$ cat config.mk
export PLATFORM = sky130hd
export DESIGN_NAME = udp_stream_header_builder
export DESIGN_NICKNAME = d
export VERILOG_FILES = /design/src/design/uhb_pkg.sv /design/src/design/udp_stream_header_builder.sv /design/src/design/uhb_csr.sv /design/src/design/uhb_front.sv /design/src/design/uhb_hdr_build.sv /design/src/design/uhb_serial.sv
export SDC_FILE = /design/constraint.sdc
export NUM_CORES = 1
export LEC_CHECK = 0
export ABC_AREA = 1
export BUFFER_PORTS_ARGS = -buffer_cell sky130_fd_sc_hd__buf_2
export CORE_ASPECT_RATIO = 0.75
export CORE_UTILIZATION = 53
export DETAILED_ROUTE_END_ITERATION = 6
export PLACE_DENSITY = 0.85
export SLEW_MARGIN = 5
export SYNTH_ARGS = -nofsm -noshare
export SYNTH_HDL_FRONTEND = slang
export SYNTH_SLANG_ARGS = --single-unit
$ cat constraint.sdc
create_clock -name clock -period 8.7 [get_ports clock]
set_input_delay 0 -clock clock [delete_from_list [all_inputs] [get_ports clock]]
set_output_delay 0 -clock clock [all_outputs]
set_load 0.02 [all_outputs]
$ cat src/design/uhb_pkg.sv
// Shared types, constants and lookup functions for the UDP stream header builder.
`timescale 1ns / 1ps
package uhb_pkg;

   localparam int HEADER_BYTES = 42;
   localparam int INDEX_W      = 6;
   localparam logic [INDEX_W-1:0] LAST_INDEX = INDEX_W'(HEADER_BYTES - 1);

   localparam int REQ_DATA_W = 104;
   localparam int RSP_DATA_W = 24;
   localparam int CSR_ADDR_W = 5;
   localparam int CSR_DATA_W = 64;

   localparam logic [1:0]  STREAM_DEBUG  = 2'd2;
   localparam logic [7:0]  MCAST_MASK    = 8'hF8;
   localparam logic [7:0]  MCAST_PREFIX  = 8'hE8;
   localparam logic [7:0]  MCAST_O2_MASK = 8'h7F;
   localparam logic [31:0] BCAST_IP      = 32'hFFFF_FFFF;

   // Sum of the fixed 16-bit words of the IPv4 header (checksum field as zero).
   localparam logic [18:0] IP_FIXED_SUM  = 19'h180E8;

   typedef enum logic [1:0] {
      CSR_LOCAL_IP  = 2'd0,
      CSR_LOCAL_MAC = 2'd1,
      CSR_BUS_MODE  = 2'd2
   } csr_index_type;

   typedef struct packed {
      logic [31:0] local_ip;
      logic [47:0] local_mac;
      logic [2:0]  bus_mode;
   } cfg_type;

   typedef struct packed {
      logic [1:0]  stream_id;
      logic        build;
      logic [31:0] dest_ip;
      logic [15:0] peer_port;
      logic [47:0] peer_mac;
      logic [7:0]  enable;
   } job_type;

   typedef logic [HEADER_BYTES-1:0][7:0] hdr_type;

   function automatic logic [3:0] mode_nibble(input logic [2:0] mode);
      logic [3:0] n;
      unique case (mode)
         3'd0: n = 4'h1;
         3'd1: n = 4'h2;
         3'd2: n = 4'h3;
         3'd3: n = 4'h4;
         3'd4: n = 4'h5;
         3'd5: n = 4'h9;
         3'd6: n = 4'hB;
         default: n = 4'h0;
      endcase
      return n;
   endfunction

   function automatic logic [15:0] src_port(input logic [1:0] id);
      logic [15:0] p;
      unique case (id)
         2'd0: p = 16'hD000;
         2'd1: p = 16'hD400;
         2'd2: p = 16'h196E;
         default: p = 16'h0605;
      endcase
      return p;
   endfunction

endpackage

$ cat src/design/udp_stream_header_builder.sv
// Top level of the UDP stream header builder.
// A request word accepted into the input register is loaded into the output shift register
//   when the output is free.
// Throughput (rsp_tready high): a header run gives 42 words, one per cycle, set by the output
//   shift register; a disable-only request gives one word, so one may follow every cycle.
// Reset (synchronous, active high): clears the enable register, configuration and all valids.
`timescale 1ns / 1ps
module udp_stream_header_builder
   import uhb_pkg::*;
(
   input  logic                  clock,
   input  logic                  reset,
   // request word: stream_id[1:0], stream_on[2], dest_ip[34:3], peer_port[50:35],
   // peer_mac[98:51], zero fill above
   input  logic                  req_tvalid,
   output logic                  req_tready,
   input  logic [REQ_DATA_W-1:0] req_tdata,
   // result word: header_byte[7:0], byte_index[13:8], enable_register[21:14], zero fill above
   output logic                  rsp_tvalid,
   input  logic                  rsp_tready,
   output logic [RSP_DATA_W-1:0] rsp_tdata,
   // result flag: header_valid[0]
   output logic                  rsp_tuser,
   output logic                  rsp_tlast,
   input  logic                  csr_psel,
   input  logic                  csr_penable,
   input  logic                  csr_pwrite,
   input  logic [CSR_ADDR_W-1:0] csr_paddr,
   input  logic [CSR_DATA_W-1:0] csr_pwdata,
   output logic [CSR_DATA_W-1:0] csr_prdata,
   output logic                  csr_pready
);

   cfg_type cfg;
   job_type job;
   hdr_type hdr;
   logic    job_valid;
   logic    take;

   // Configuration registers: local IP, local MAC, debug bus mode.
   uhb_csr u_csr (
      .clock       (clock),
      .reset       (reset),
      .csr_psel    (csr_psel),
      .csr_penable (csr_penable),
      .csr_pwrite  (csr_pwrite),
      .csr_paddr   (csr_paddr),
      .csr_pwdata  (csr_pwdata),
      .csr_prdata  (csr_prdata),
      .csr_pready  (csr_pready),
      .cfg         (cfg)
   );

   // Hold the accepted request and advance the enable register in request order;
   // the enable value travels with the job so every result word carries its own copy.
   uhb_front u_front (
      .clock      (clock),
      .reset      (reset),
      .req_tvalid (req_tvalid),
      .req_tready (req_tready),
      .req_tdata  (req_tdata),
      .cfg        (cfg),
      .take       (take),
      .job_valid  (job_valid),
      .job        (job)
   );

   // Build all 42 header bytes from the held job in one pass.
   uhb_hdr_build u_hdr_build (
      .cfg_job (job),
      .cfg     (cfg),
      .hdr     (hdr)
   );

   // Load the header when the output is empty or finishing its last word,
   // then shift one byte out per accepted word.
   uhb_serial u_serial (
      .clock      (clock),
      .reset      (reset),
      .job_valid  (job_valid),
      .job        (job),
      .hdr        (hdr),
      .take       (take),
      .rsp_tvalid (rsp_tvalid),
      .rsp_tready (rsp_tready),
      .rsp_tdata  (rsp_tdata),
      .rsp_tuser  (rsp_tuser),
      .rsp_tlast  (rsp_tlast)
   );

endmodule

$ cat src/design/uhb_csr.sv
// Configuration registers behind the APB-style port.
`timescale 1ns / 1ps
module uhb_csr
   import uhb_pkg::*;
(
   input  logic                  clock,
   input  logic                  reset,
   input  logic                  csr_psel,
   input  logic                  csr_penable,
   input  logic                  csr_pwrite,
   input  logic [CSR_ADDR_W-1:0] csr_paddr,
   input  logic [CSR_DATA_W-1:0] csr_pwdata,
   output logic [CSR_DATA_W-1:0] csr_prdata,
   output logic                  csr_pready,
   output cfg_type               cfg
);

   logic [31:0] local_ip_ff,  local_ip_in;
   logic [47:0] local_mac_ff, local_mac_in;
   logic [2:0]  bus_mode_ff,  bus_mode_in;
   logic        wr_en;
   csr_index_type idx;

   assign csr_pready = 1'b1;
   assign wr_en      = csr_psel & csr_penable & csr_pwrite;
   assign idx        = csr_index_type'(csr_paddr[4:3]);

   always_comb begin
      local_ip_in  = local_ip_ff;
      local_mac_in = local_mac_ff;
      bus_mode_in  = bus_mode_ff;
      if (wr_en) begin
         unique case (idx)
            CSR_LOCAL_IP:  local_ip_in  = csr_pwdata[31:0];
            CSR_LOCAL_MAC: local_mac_in = csr_pwdata[47:0];
            CSR_BUS_MODE:  bus_mode_in  = csr_pwdata[2:0];
            default: ;
         endcase
      end
   end

   always_comb begin
      unique case (idx)
         CSR_LOCAL_IP:  csr_prdata = {32'h0, local_ip_ff};
         CSR_LOCAL_MAC: csr_prdata = {16'h0, local_mac_ff};
         CSR_BUS_MODE:  csr_prdata = {61'h0, bus_mode_ff};
         default:       csr_prdata = '0;
      endcase
   end

   always_ff @(posedge clock) begin
      if (reset) begin
         local_ip_ff  <= '0;
         local_mac_ff <= '0;
         bus_mode_ff  <= '0;
      end else begin
         local_ip_ff  <= local_ip_in;
         local_mac_ff <= local_mac_in;
         bus_mode_ff  <= bus_mode_in;
      end
   end

   assign cfg = '{local_ip: local_ip_ff, local_mac: local_mac_ff, bus_mode: bus_mode_ff};

endmodule

$ cat src/design/uhb_front.sv
// Input register and stream enable register update.
`timescale 1ns / 1ps
module uhb_front
   import uhb_pkg::*;
(
   input  logic                  clock,
   input  logic                  reset,
   input  logic                  req_tvalid,
   output logic                  req_tready,
   input  logic [REQ_DATA_W-1:0] req_tdata,
   input  cfg_type               cfg,
   input  logic                  take,
   output logic                  job_valid,
   output job_type               job
);

   logic       job_valid_ff, job_valid_in;
   job_type    job_ff, job_in;
   logic [7:0] enable_ff, enable_in;
   logic       accept;
   logic [1:0] id;
   logic       on;
   logic [7:0] id_mask;
   logic [7:0] built_en;

   assign req_tready = ~job_valid_ff | take;
   assign accept     = req_tvalid & req_tready;
   assign id         = req_tdata[1:0];
   assign on         = req_tdata[2];
   assign id_mask    = 8'b1 << id;

   always_comb begin
      built_en = enable_ff;
      if (id == STREAM_DEBUG) begin
         built_en[7:4] = mode_nibble(cfg.bus_mode);
      end
      built_en = built_en | id_mask;
   end

   always_comb begin
      job_in.stream_id = id;
      job_in.build     = on & (cfg.local_ip != '0);
      job_in.dest_ip   = req_tdata[34:3];
      job_in.peer_port = req_tdata[50:35];
      job_in.peer_mac  = req_tdata[98:51];
      job_in.enable    = job_in.build ? built_en : (enable_ff & ~id_mask);
      enable_in        = accept ? job_in.enable : enable_ff;
      if (accept) begin
         job_valid_in = 1'b1;
      end else if (take) begin
         job_valid_in = 1'b0;
      end else begin
         job_valid_in = job_valid_ff;
      end
   end

   always_ff @(posedge clock) begin
      if (reset) begin
         job_valid_ff <= 1'b0;
         enable_ff    <= '0;
      end else begin
         job_valid_ff <= job_valid_in;
         enable_ff    <= enable_in;
      end
   end

   always_ff @(posedge clock) begin
      if (accept) begin
         job_ff <= job_in;
      end
   end

   assign job_valid = job_valid_ff;
   assign job       = job_ff;

endmodule

$ cat src/design/uhb_hdr_build.sv
// Header assembly: MAC selection, template fill and IPv4 checksum.
`timescale 1ns / 1ps
module uhb_hdr_build
   import uhb_pkg::*;
(
   input  job_type cfg_job,
   input  cfg_type cfg,
   output hdr_type hdr
);

   logic [31:0] lip;
   logic [31:0] dip;
   logic [47:0] dmac;
   logic [18:0] sum;
   logic [16:0] fold1;
   logic [15:0] fold2;
   logic [15:0] cks;
   logic [15:0] sport;

   assign lip   = cfg.local_ip;
   assign dip   = cfg_job.dest_ip;
   assign sport = src_port(cfg_job.stream_id);

   // Destination MAC: multicast mapping, broadcast, else the given address.
   always_comb begin
      if ((dip[7:0] & MCAST_MASK) == MCAST_PREFIX) begin
         dmac = {dip[31:24], dip[23:16], dip[15:8] & MCAST_O2_MASK, 8'h5E, 8'h00, 8'h01};
      end else if (dip == BCAST_IP) begin
         dmac = '1;
      end else begin
         dmac = cfg_job.peer_mac;
      end
   end

   // Ones'-complement sum of the address words plus the fixed words.
   always_comb begin
      sum   = IP_FIXED_SUM
            + {3'b0, lip[7:0],   lip[15:8]}
            + {3'b0, lip[23:16], lip[31:24]}
            + {3'b0, dip[7:0],   dip[15:8]}
            + {3'b0, dip[23:16], dip[31:24]};
      fold1 = {1'b0, sum[15:0]} + {14'b0, sum[18:16]};
      fold2 = fold1[15:0] + {15'b0, fold1[16]};
      cks   = ~fold2;
   end

   always_comb begin
      hdr = '0;
      for (int i = 0; i < 6; i++) begin
         hdr[i]     = dmac[8*i +: 8];
         hdr[6 + i] = cfg.local_mac[8*i +: 8];
      end
      hdr[12] = 8'h08;
      hdr[14] = 8'h45;
      hdr[17] = 8'h1C;
      hdr[18] = 8'hBB;
      hdr[19] = 8'hBB;
      hdr[20] = 8'h40;
      hdr[22] = 8'h40;
      hdr[23] = 8'h11;
      hdr[24] = cks[15:8];
      hdr[25] = cks[7:0];
      for (int i = 0; i < 4; i++) begin
         hdr[26 + i] = lip[8*i +: 8];
         hdr[30 + i] = dip[8*i +: 8];
      end
      hdr[34] = sport[15:8];
      hdr[35] = sport[7:0];
      hdr[36] = cfg_job.peer_port[15:8];
      hdr[37] = cfg_job.peer_port[7:0];
      hdr[39] = 8'h08;
   end

endmodule

$ cat src/design/uhb_serial.sv
// Result register: shifts the built header out one byte per word.
`timescale 1ns / 1ps
module uhb_serial
   import uhb_pkg::*;
(
   input  logic                  clock,
   input  logic                  reset,
   input  logic                  job_valid,
   input  job_type               job,
   input  hdr_type               hdr,
   output logic                  take,
   output logic                  rsp_tvalid,
   input  logic                  rsp_tready,
   output logic [RSP_DATA_W-1:0] rsp_tdata,
   output logic                  rsp_tuser,
   output logic                  rsp_tlast
);

   logic               run_ff,   run_in;
   hdr_type            bytes_ff, bytes_in;
   logic [INDEX_W-1:0] index_ff, index_in;
   logic               hv_ff,    hv_in;
   logic [7:0]         en_ff,    en_in;
   logic               fire;
   logic               last;

   assign last = ~hv_ff | (index_ff == LAST_INDEX);
   assign fire = run_ff & rsp_tready;
   assign take = job_valid & (~run_ff | (fire & last));

   always_comb begin
      run_in   = run_ff;
      bytes_in = bytes_ff;
      index_in = index_ff;
      hv_in    = hv_ff;
      en_in    = en_ff;
      if (take) begin
         run_in   = 1'b1;
         bytes_in = job.build ? hdr : '0;
         index_in = '0;
         hv_in    = job.build;
         en_in    = job.enable;
      end else if (fire) begin
         if (last) begin
            run_in = 1'b0;
         end else begin
            bytes_in = hdr_type'(bytes_ff >> 8);
            index_in = index_ff + 1'b1;
         end
      end
   end

   always_ff @(posedge clock) begin
      if (reset) begin
         run_ff <= 1'b0;
      end else begin
         run_ff <= run_in;
      end
   end

   always_ff @(posedge clock) begin
      bytes_ff <= bytes_in;
      index_ff <= index_in;
      hv_ff    <= hv_in;
      en_ff    <= en_in;
   end

   assign rsp_tvalid = run_ff;
   assign rsp_tdata  = {2'b00, en_ff, index_ff, bytes_ff[0]};
   assign rsp_tuser  = hv_ff;
   assign rsp_tlast  = last;

endmodule

==> impl_summary.md <==
STA
At the pin with the least slew margin, the transition time is 1110 ps. The final-report max-slew violation count was 0. The shortest period the worst path allows is 7520 ps. The count of endpoints failing hold in the final timing report is 0. Setup repair after global routing left no endpoint under its margin. Static timing analysis puts the maximum clock frequency at 0.133 GHz. In the final timing run, aggregate negative setup slack is 0 ps.

Between clock sinks in the finished design, the worst skew comes to 22.7 ps. Setup violations remaining at the end of the flow were counted as 0. The post-route fraction of the period consumed by the critical path is 86.5%. The relative slew slack is 25.8%.

Run
The reported max-cap violation count is 0.

Drt
The wire length per cell after detailed routing is 19.9 µm. The post-route DRC violation count is 0. The first detailed-routing pass took 6 iterations.

The detail route stage leaves a number of antenna-violating nets equal to 0. Summing over every cut layer, the via total after detailed routing is 18006. Using the TritonRoute via totals, the vias-per-cell ratio works out to around 5.6. Summed over all layers, the routed wires come to 63.8 mm. In this run, the number of DRC markers left after iteration 0 of detailed routing was 1998.

Setup path
The number of buffer and inverter instances along the worst setup path is 4. The cell with the largest stage delay on the worst path is fa_1. Of all nets on the critical path, the largest fanout is 5. For this run, the slowest stage of the critical path takes 510 ps. STA puts the critical path data required time at 9020 ps. Counting stages on the worst path, the most repeated cell is nand3_1. The data arrival time of the critical path is just under 8000 ps. Grouping stages by cell kind, the critical path spends the most delay in simple AND/OR/NAND/NOR gates. The type of the setup path with the least slack is register to register.

The worst setup path is captured at a register. The startpoint kind of the worst setup timing path is a register.

GRT
Global routing finished with a remaining overflow of 0. The first global-routing pass estimated 96.2 mm of wire. The combined global-route utilization of all metal layers is 28.0%. The maximum number of pins on one net before global-route repair is 171. The number of antenna violations at the first check in global routing came to 4. The via count of the first global-routing pass is 17502.

Floorplan
The initial cell density of the core is between 50% and 60%. The boundary pin count is 273. The die boundary height is around 180 µm. The region available for standard cell placement spans between 40000 and 50000 µm². From left edge to right edge, the die measures around 240 µm.

The floorplan has 66 rows. The floorplan step defined a die boundary enclosing ~45000 µm².

Finish
The net total in the final layout is between 2000 and 3000. From synthesis to final layout, the design area changed by 20.1%. The library cells used most frequently in the layout, excluding fill and tap cells, are nand2_1 (490), edfxtp_1 (422), inv_1 (330), o21ai_0 (283), buf_2 (229). After routing the design area is about 28000 µm².

Once layout is complete, the cells apart from fillers number 3212. The fraction of layout cells with a size suffix above 1 is 14.3%. The leading cell type in the layout, fill and taps excluded is nand2_1.

For this run, the share of the core covered by cells in the final layout is 64.5%.

Synthesis
Among all flip-flop cells after synthesis, the most frequent one is edfxtp_1. The post-synthesis instance area is 23300 µm². The synthesized netlist contains 47 unique library cells. The register bit total from synthesis is between 500 and 600.

The cell count after synthesis is about 2300. Averaged over all synthesized cells, the footprint is 10.3 µm². By area the synthesized netlist is led by edfxtp_1 (54%), dfxtp_1 (8.5%), nand2_1 (7.9%). Yosys printed 0 warnings.

The number of flops mapped to enable cells by yosys is 422. The post-synthesis sequential area ratio is a little over three fifths. Of the post-synthesis cell area, the dominant cell type holds 54.5%. In the synthesized netlist the async set-or-reset flop fraction comes to 0%. The largest area contributor in the synthesized netlist is edfxtp_1.

Placed design
The count of buffers added on input and output ports is 229. The congestion estimate from routability-driven global placement came to 0.969. Including well taps, the total number of placed cells is between 2000 and 3000.

The standard cell area after detailed placement is 24800 µm². The post-DP HPWL is between 30 and 40 mm.

Clock network
The clock tree from TritonCTS is built. The clock transition at the register clock pins on the worst setup and hold paths after CTS is about 60 ps. In this run, post-CTS repair resized a total of 0 instances.

The sink count of the clock tree is about 520. The count of H-tree levels built during CTS is 2. The clock latency on the worst-skew pair is approximately 590 ps. Once the clock tree was built, the setup fixing pass inserted 0 buffers.

Clock tree synthesis inserted a total of 49 buffers. In this run the clock root is driven by a clkbuf_16. The clock passes through at most 3 buffers.

Power
The peak supply drop is 0.184 mV. Summed over all cells, the static leakage comes to about 12 nW. The ratio of total power to cell area is 222 nW/µm². The design draws 6.21 mW.

Hold path
The class of the tightest hold or removal check is primary input to register.

Run status
The run finished with clean final reports.
[final cells by class]
class                           instances  area (µm²)
Antenna cell                            1        2.50
Sequential cell                       521       14700
Multi-Input combinational cell       1281        6830
Inverter                              340        1290
Tap cell                              578         723
Clock buffer                           73        1450
Fill cell                            3168       15400
Clock inverter                         18         139
Timing Repair Buffer                  400        2840
[worst paths after layout]
check / start / to / slack [ps] / cells past startpoint
worst max-delay path: u_csr.local_ip_ff[11] / u_serial.bytes_ff[198] / 1180 / 42
worst max register to register: u_csr.local_ip_ff[11] / u_serial.bytes_ff[198] / 1180 / 42
worst min register to register: u_front.job[6] / u_serial.en_ff[6] / 420 / 0
worst min-delay path: req_tvalid / u_front.job_valid / 40 / 3
[logic make-up (layout without fill, tap and decap cells)]
kind of cell | after synthesis | count (layout) | share of synthesized area [%]
AOI/OAI and AO/OA | 479 | 479 | 11.1
and+or+nand+nor | 705 | 705 | 12.8
xor gates and xnor gates | 18 | 18 | 0.678
adders and majority gates | 60 | 60 | 4.29
other | 2 | 20 | 0.0323
buffers and inverters | 465 | 831 | 8.02
DFF | 521 | 521 | 63.0
[repair_timing]
action	CTS	global route
hold buffers	157	0
endpoints found under the setup margin	0	0
hold endpoints to repair	196	0
[power breakdown]
group,total (mW),leakage (nW),switching [mW],internal (mW)
Clock,2.14,0.783,0.948,1.19
Sequential,3.01,4.84,0.0773,2.93
Combinational,1.06,6.42,0.710,0.345
[metal layers]
layer / share of wire [%] / routed length, µm / GRT usage [%]
met1: 39 / 25000 / 37.3
met2: 46 / 29400 / 44.1
met3: 10 / 6610 / 6.50
met4: 4.4 / 2790 / 12.0
met5: 0.055 / 35 / 0
[synthesized netlist by cell type (all sizes together), types with 5 or more instances]
library cell,count
a21oi,103
a22o,20
buf,39
clkbuf,86
dfxtp,99
edfxtp,422
fa,33
ha,27
inv,337
nand2,515
nand3,54
nand4,23
nor2,101
nor4,5
o21ai,284
o22ai,52
xor2,14
[through the flow]
step,setup slack (ps),hold WS [ps]
finish,1180,41.4
floorplan,2360,69.1
global route,596,91.2
global placement,1570,176
CTS,1280,23.3
detailed placement,1390,178
[state kept, by name (all words and copies together) (netlist names)]
signal               cells
u_serial.index_ff        6
u_csr.bus_mode_ff        3
u_csr.local_ip_ff       32
u_front.enable_ff        8
u_serial.rsp_tdata       8
u_front.job            107
u_front.job_valid        1
u_serial.en_ff           8
u_serial.rsp_tvalid      1
u_csr.local_mac_ff      48
u_serial.bytes_ff      298
u_serial.rsp_tuser       1
[worst reg2reg max path: cells and delay by family (launching register included)]
family / cells / cell delay (ps)
AOI/OAI and AO/OA: 3 / 610
adders and majority gates: 7 / 2260
buffers and inverters: 4 / 250
DFF: 1 / 360
xor gates and xnor gates: 2 / 350
and+or+nand+nor: 26 / 3430
(Power assumes the default switching activity.)
